$ cat config.mk
export PLATFORM = sky130hd
export DESIGN_NAME = updm_ctrl
export DESIGN_NICKNAME = d
export VERILOG_FILES = /design/src/updm_pkg.sv /design/src/updm_ctrl.sv
export SDC_FILE = /design/constraint.sdc
export NUM_CORES = 1
export LEC_CHECK = 0
export ABC_CLOCK_PERIOD_IN_PS = 2200
export BUFFER_PORTS_ARGS = -buffer_cell sky130_fd_sc_hd__buf_4
export CORE_MARGIN = 2
export CORE_UTILIZATION = 44
export CTS_CLUSTER_DIAMETER = 80
export DETAILED_ROUTE_END_ITERATION = 8
export PLACE_DENSITY = 0.79
export SLEW_MARGIN = 25
export SYNTH_ARGS = -nofsm -noshare
export SYNTH_HDL_FRONTEND = slang
export SYNTH_SLANG_ARGS = --single-unit
$ cat constraint.sdc
create_clock -name clock -period 2.2 [get_ports clock]
set_clock_uncertainty 0.1 [all_clocks]
set_input_delay 0 -clock clock [delete_from_list [all_inputs] [get_ports clock]]
set_output_delay 0 -clock clock [all_outputs]
set_load 0.01 [all_outputs]
$ cat src/updm_pkg.sv
`timescale 1ns / 1ps
// ============================================================================
// updm_pkg - shared types and constants for the ungapped diagonal max filter
// Sizes of the cell row, transaction field layout, command struct and the
// saturating byte subtract used in every cell.
// ============================================================================
package updm_pkg;

   // Table sizes
   localparam int MAX_POSITIONS = 1024;
   localparam int ALPHABET_SIZE = 32;

   // Cell row: each cell owns a contiguous slice of profile positions
   localparam int NUM_CELLS  = 16;
   localparam int CELL_DEPTH = MAX_POSITIONS / NUM_CELLS;
   localparam int LOCAL_W    = $clog2(CELL_DEPTH);
   localparam int CELL_W     = $clog2(NUM_CELLS);
   localparam int ALPHA_W    = $clog2(ALPHABET_SIZE);
   localparam int SCORE_DEPTH = ALPHABET_SIZE * CELL_DEPTH;

   // Transaction field widths
   localparam int POS_W  = 10;
   localparam int RES_W  = 5;
   localparam int BYTE_W = 8;
   localparam int LEN_W  = 11;

   // req_tdata layout, lowest bit first: position, residue, score_byte
   localparam int TD_POS_LSB  = 0;
   localparam int TD_RES_LSB  = TD_POS_LSB + POS_W;
   localparam int TD_BYTE_LSB = TD_RES_LSB + RES_W;
   localparam int REQ_TDATA_W = ((TD_BYTE_LSB + BYTE_W + 7) / 8) * 8;

   // Operation codes carried on req_tuser
   localparam logic OP_LOAD    = 1'b0;
   localparam logic OP_RESIDUE = 1'b1;

   // Diagonal start value and length register reset
   localparam logic [BYTE_W-1:0] START_VALUE = 8'h80;
   localparam logic [LEN_W-1:0]  LEN_RESET   = 11'd1024;

   // Command broadcast from the controller to every cell
   typedef struct packed {
      logic               sweep;      // issue read of local entry idx
      logic               init;       // clearing pass: write start value
      logic               last;       // final residue: write start value back
      logic               res_ok;     // residue inside the alphabet
      logic [LOCAL_W-1:0] idx;        // local entry (sweep or load)
      logic [RES_W-1:0]   residue;    // residue code (sweep or load)
      logic [LEN_W-1:0]   len;        // positions in use
      logic               load;       // write one score byte
      logic [CELL_W-1:0]  load_cell;  // cell that takes the load
      logic [BYTE_W-1:0]  load_byte;  // score byte to store
      logic               fold;       // pass running max to the right
      logic               clear_max;  // return running max to start value
   } cmd_type;

   // Signed 8-bit saturating subtract on raw bytes
   function automatic logic [BYTE_W-1:0] sat_sub8(input logic [BYTE_W-1:0] a,
                                                  input logic [BYTE_W-1:0] b);
      logic signed [BYTE_W:0] d;
      logic [BYTE_W-1:0]      r;
      begin
         d = $signed({a[BYTE_W-1], a}) - $signed({b[BYTE_W-1], b});
         if (d > 9'sd127) begin
            r = 8'h7F;
         end else if (d < -9'sd128) begin
            r = 8'h80;
         end else begin
            r = d[BYTE_W-1:0];
         end
         return r;
      end
   endfunction

endpackage

$ cat src/updm_ctrl.sv
`timescale 1ns / 1ps
// ============================================================================
// updm_ctrl - transaction controller for the cell row
// Accepts load and residue transactions, sequences sweeps, clearing pass,
// max fold and the result register.
// ============================================================================
module updm_ctrl (
   input  logic                              clock,
   input  logic                              reset,
   input  logic                              req_tvalid,
   output logic                              req_tready,
   input  logic [updm_pkg::REQ_TDATA_W-1:0]  req_tdata,
   input  logic                              req_tuser,
   input  logic                              req_tlast,
   input  logic [updm_pkg::LEN_W-1:0]        length,
   input  logic [updm_pkg::BYTE_W-1:0]       chain_max,
   output logic                              rsp_tvalid,
   input  logic                              rsp_tready,
   output logic [updm_pkg::BYTE_W-1:0]       rsp_tdata,
   output updm_pkg::cmd_type                 cmd
);

   typedef enum logic [2:0] {
      ST_INIT,
      ST_IDLE,
      ST_SWEEP,
      ST_DRAIN,
      ST_FOLD,
      ST_EMIT
   } state_type;

   localparam logic [updm_pkg::LOCAL_W-1:0] LAST_IDX =
      updm_pkg::LOCAL_W'(updm_pkg::CELL_DEPTH - 1);
   localparam logic [updm_pkg::CELL_W-1:0] LAST_FOLD =
      updm_pkg::CELL_W'(updm_pkg::NUM_CELLS - 1);

   state_type                     state_ff, state_in;
   logic [updm_pkg::LOCAL_W-1:0]  idx_ff, idx_in;
   logic [updm_pkg::RES_W-1:0]    residue_ff, residue_in;
   logic                          last_ff, last_in;
   logic                          res_ok_ff, res_ok_in;
   logic                          load_ff, load_in;
   logic [updm_pkg::CELL_W-1:0]   load_cell_ff, load_cell_in;
   logic [updm_pkg::BYTE_W-1:0]   load_byte_ff, load_byte_in;
   logic [updm_pkg::CELL_W-1:0]   fold_cnt_ff, fold_cnt_in;
   logic                          rsp_tvalid_ff, rsp_tvalid_in;
   logic [updm_pkg::BYTE_W-1:0]   rsp_tdata_ff, rsp_tdata_in;

   logic                          accept;
   logic                          emit_go;
   logic [updm_pkg::POS_W-1:0]    f_pos;
   logic [updm_pkg::RES_W-1:0]    f_res;
   logic [updm_pkg::BYTE_W-1:0]   f_byte;
   logic                          f_res_ok;
   logic                          f_pos_ok;

   // Unpack the request transaction
   assign f_pos    = req_tdata[updm_pkg::TD_POS_LSB  +: updm_pkg::POS_W];
   assign f_res    = req_tdata[updm_pkg::TD_RES_LSB  +: updm_pkg::RES_W];
   assign f_byte   = req_tdata[updm_pkg::TD_BYTE_LSB +: updm_pkg::BYTE_W];
   assign f_res_ok = 32'(f_res) < updm_pkg::ALPHABET_SIZE;
   assign f_pos_ok = 32'(f_pos) < updm_pkg::MAX_POSITIONS;

   assign req_tready = (state_ff == ST_IDLE);
   assign accept     = req_tvalid && req_tready;
   assign emit_go    = (state_ff == ST_EMIT) && (!rsp_tvalid_ff || rsp_tready);

   // Next state and registered outputs
   always_comb begin
      state_in      = state_ff;
      idx_in        = idx_ff;
      residue_in    = residue_ff;
      last_in       = last_ff;
      res_ok_in     = res_ok_ff;
      load_in       = 1'b0;
      load_cell_in  = load_cell_ff;
      load_byte_in  = load_byte_ff;
      fold_cnt_in   = fold_cnt_ff;
      rsp_tvalid_in = rsp_tvalid_ff && !rsp_tready;
      rsp_tdata_in  = rsp_tdata_ff;

      case (state_ff)
         ST_INIT: begin
            idx_in = idx_ff + 1'b1;
            if (idx_ff == LAST_IDX) begin
               state_in = ST_IDLE;
            end
         end
         ST_IDLE: begin
            if (accept) begin
               residue_in = f_res;
               res_ok_in  = f_res_ok;
               if (req_tuser == updm_pkg::OP_LOAD) begin
                  // Hold the load for one cycle of table write
                  load_in      = f_res_ok && f_pos_ok;
                  idx_in       = f_pos[updm_pkg::LOCAL_W-1:0];
                  load_cell_in = f_pos[updm_pkg::LOCAL_W +: updm_pkg::CELL_W];
                  load_byte_in = f_byte;
               end else begin
                  idx_in   = '0;
                  last_in  = req_tlast;
                  state_in = ST_SWEEP;
               end
            end
         end
         ST_SWEEP: begin
            idx_in = idx_ff + 1'b1;
            if (idx_ff == LAST_IDX) begin
               state_in = last_ff ? ST_DRAIN : ST_IDLE;
            end
         end
         ST_DRAIN: begin
            fold_cnt_in = '0;
            state_in    = ST_FOLD;
         end
         ST_FOLD: begin
            fold_cnt_in = fold_cnt_ff + 1'b1;
            if (fold_cnt_ff == LAST_FOLD) begin
               state_in = ST_EMIT;
            end
         end
         ST_EMIT: begin
            if (emit_go) begin
               rsp_tvalid_in = 1'b1;
               rsp_tdata_in  = chain_max;
               last_in       = 1'b0;
               state_in      = ST_IDLE;
            end
         end
         default: begin
            state_in = ST_IDLE;
         end
      endcase
   end

   always_ff @(posedge clock) begin
      if (reset) begin
         state_ff      <= ST_INIT;
         idx_ff        <= '0;
         last_ff       <= 1'b0;
         load_ff       <= 1'b0;
         fold_cnt_ff   <= '0;
         rsp_tvalid_ff <= 1'b0;
      end else begin
         state_ff      <= state_in;
         idx_ff        <= idx_in;
         last_ff       <= last_in;
         load_ff       <= load_in;
         fold_cnt_ff   <= fold_cnt_in;
         rsp_tvalid_ff <= rsp_tvalid_in;
      end
   end

   // Payload registers
   always_ff @(posedge clock) begin
      residue_ff   <= residue_in;
      res_ok_ff    <= res_ok_in;
      load_cell_ff <= load_cell_in;
      load_byte_ff <= load_byte_in;
      rsp_tdata_ff <= rsp_tdata_in;
   end

   // Broadcast command to the cell row
   always_comb begin
      cmd.sweep     = (state_ff == ST_SWEEP) || (state_ff == ST_INIT);
      cmd.init      = (state_ff == ST_INIT);
      cmd.last      = (state_ff == ST_SWEEP) && last_ff;
      cmd.res_ok    = res_ok_ff;
      cmd.idx       = idx_ff;
      cmd.residue   = residue_ff;
      cmd.len       = length;
      cmd.load      = load_ff;
      cmd.load_cell = load_cell_ff;
      cmd.load_byte = load_byte_ff;
      cmd.fold      = (state_ff == ST_FOLD);
      cmd.clear_max = emit_go;
   end

   assign rsp_tvalid = rsp_tvalid_ff;
   assign rsp_tdata  = rsp_tdata_ff;

endmodule

==> qor.csv <==
stage;metric;value;unit
global_routing;grt_max_degree;17;
cts;clock_path_buffers;2;
cts;holdBufCountCts;43;
cts;clock_latency;280;ps
sta;period_needed;1882;ps
synthesis;synth_top_area_share;0.4101;
synthesis;ys_warn_count;0;
floorplanning;rows;23;
cts;post_cts_resized;0;
global_routing;antenna_found_initial;0;
floorplanning;die-area;4692;um2
hold_path;worstHoldPathType;in -> reg;
global_routing;grt_util_all_layers;0.1911;
synthesis;synth_mux_area_frac;0.005468;
synthesis;ys_seq_area_frac;0.5851;
synthesis;synthCells;158;
power_and_ir_drop;total_power;1557;uW
cts;numClockSinks;41;
layout;area_delta_synth_final;56.39;%
worst_setup_path;critPathKind;reg -> out;
cts;cts_buffers;5;
synthesis;avgSynthCellArea;11.59;um2
synthesis;synth-main-ff-cell;edfxtp_1;
synthesis;synth_xor_area_frac;0;
synthesis;synth-compound-area-share;0.1087;
floorplanning;die_h;68.50;um
worst_setup_path;crit_required;2100;ps
global_routing;met3_usage;0.03734;
global_routing;first_global_vias;1383;
synthesis;synth.largest_area_cell;edfxtp_1;
detailed_routing;vias;1553;
synthesis;synth_top_family_by_area;simple AND/OR/NAND/NOR gates;
placement;gp_congestion;0.8335;
power_and_ir_drop;p_leak;0.001237;uW
sta;maxSlewViolCount;0;
worst_setup_path;cp.arrival;1780;ps
power_and_ir_drop;ir_drop;0.0003309;V
global_routing;use_met1;0.2275;
global_routing;grt-ovfl-total;0;
sta;rsz0062_at_grt;false;
layout;antenna_cells;0;
layout;layout-drive-gt1-share;0.3633;
floorplanning;io_pins;100;
sta;whs;14.23;ps
sta;finalSetupViolations;0;
sta;setup_tns;0;ps
placement;port_buffers;75;
synthesis;syn_nets;209;
cts;root_buffer;clkbuf_8;
synthesis;synth_cell_types;44;
synthesis;synth.cell_area;1831;um2
sta;max_freq;531.4;MHz
floorplanning;core;4000;um2
sta;hold_violations;0;
detailed_routing;ant_nets;0;
detailed_routing;drt_iter0_drc;76;
detailed_routing;drt_pass1_iterations;4;
layout;fillCellCount;275;
outcome;outcome;finished clean;
layout;fin_nets;317;
cts;clkTransAtPathRegs;70;ps
sta;tightestPinTransition;578.3;ps
placement;dp_hpwl;2786;um
synthesis;synth-edff-count;25;
global_routing;grtUsageMet2;0.3377;
synthesis;synth_area_leaders;edfxtp_1 (41%), dfxtp_1 (17%), buf_4 (6.2%), a21oi_1 (4.6%), nor2_1 (3.1%);
sta;fin_crit_sh;0.8554;
global_routing;grt_pass1_wl;6444;um
detailed_routing;wl_per_cell;14.36;um
synthesis;synth-seq-cells;41;
worst_setup_path;crit_fanout;12;
worst_setup_path;end_kind;output port;
detailed_routing;drc;0;
detailed_routing;routed_wl;4553;um
run;cap_violations;0;
cts;htreeDepth;2;
synthesis;synthAdderAreaFrac;0.01367;
synthesis;ys_async_sr_fraction;0;
power_and_ir_drop;p_per_area;543.9;nW/um2
floorplanning;die_x;68.50;um
cts;tritoncts;done;
synthesis;synth-simple-area-share;0.1928;
global_routing;grt.busiest_layer;met2;
cts;post-cts-setup-buffers;0;
sta;max_slew_margin;0.6140;
floorplanning;start_util;0.4576;
worst_setup_path;worstSetupStartpointType;flip-flop;
detailed_routing;viasPerCell;4.899;
==> stage by stage <==
step | setup WS [ps] | util | cells | area, um2
6_report | 318.1 | 0.7157 | 317 | 2863
5_1_grt | 194.3 | 0.7157 | 317 | 2863
4_1_cts | 326.7 | 0.7157 | 317 | 2863
3_5_place_dp | 489.7 | 0.5812 | 266 | 2325
3_3_place_gp | 504.9 | 0.5812 | 266 | 2325
2_1_floorplan | 456.6 | - | 158 | 1831
==> final cells by class <==
cell class	count	area, um2	area share
tap	50	62.56	0.02185
inverter	4	15.01	0.005245
timing repair buffer	121	1016	0.3549
clock buffer	6	72.57	0.02535
sequential	41	1071	0.3741
clock inverter	2	35.03	0.01224
multi-input combinational	93	590.6	0.2063
==> power breakdown <==
group / switching, uW / internal (uW) / total [uW]
sequential: 6.56 / 817 / 824
combinational: 50.4 / 105 / 155
clock: 241 / 336 / 578
total: 298 / 1260 / 1560
==> critical path, cell delays in order (launching register included) <==
cell     delay (ps)
dfxtp_1         690
nor2b_1         280
nand2_1         100
nor2_1          100
buf_4           190
buf_4           150
==> Yosys cell counts (all sizes together) (3+ instances only) <==
library cell,n
nor2,16
dfxtp,16
o21ai,5
nor3,5
and3,9
inv,4
edfxtp,25
nand2,6
nand2b,4
buf,18
a21oi,17
nand3,3
==> final timing paths <==
check / startpoint / to / slack (ps) / cells after the start
max reg2reg: state_ff[0]$_SDFFE_PP0P_ / load_ff$_SDFF_PP0_ / 400 / 3
min reg2reg: fold_cnt_ff[3]$_SDFFE_PP0P_ / fold_cnt_ff[3]$_SDFFE_PP0P_ / 390 / 1
max: state_ff[0]$_SDFFE_PP0P_ / cmd[0] / 320 / 5
min: req_tdata[3] / idx_ff[3]$_SDFFE_PP0P_ / 10 / 4
==> logic make-up (layout without fill, tap and decap cells) <==
group | Yosys count | count (layout)
simple gates | 56 | 56
buf+inv | 24 | 133
flops | 41 | 41
compound gates | 33 | 33
other cells | 1 | 1
mux | 1 | 1
fa+ha+maj | 2 | 2
==> metal layers <==
layer / vias up / wire [um]
met2: 76 / 2227
met4: 0 / 66
li1: 772 / -
met3: 7 / 375
met1: 698 / 1883
met5: - / 0
==> state kept, by name, indices dropped and copies added (netlist names) <==
register / cells
state_ff: 3
load_byte_ff: 8
last_ff: 1
fold_cnt_ff: 4
residue_ff: 5
rsp_tvalid: 1
rsp_tdata: 8
load_cell_ff: 4
idx_ff: 6
load_ff: 1
==> cell usage in the layout (no fill, tap or decap), drive strengths merged <==
cell | netlist | final
nor2 | 16 | 16
o21ai | 5 | 5
or3 | 1 | 1
clkbuf | 2 | 6
dfxtp | 16 | 16
nand4bb | 1 | 1
and3 | 9 | 9
nand2 | 6 | 6
a21o | 1 | 1
a311oi | 1 | 1
a41o | 1 | 1
nand3 | 3 | 3
nor3b | 1 | 1
conb | 1 | 1
nor4 | 2 | 2
a21oi | 17 | 17
edfxtp | 25 | 25
o31ai | 1 | 1
and2 | 2 | 2
or2 | 2 | 2
inv | 4 | 4
bufinv | 0 | 1
nor2b | 2 | 2
buf | 18 | 78
a31oi | 1 | 1
mux2i | 1 | 1
ha | 2 | 2
a211oi | 2 | 2
o21bai | 1 | 1
dlygate4sd3 | 0 | 43
o22ai | 2 | 2
nor3 | 5 | 5
nand2b | 4 | 4
clkinv | 0 | 1
and4 | 1 | 1
o31a | 1 | 1
nand4 | 1 | 1
Power figures use the tool's default switching activity.
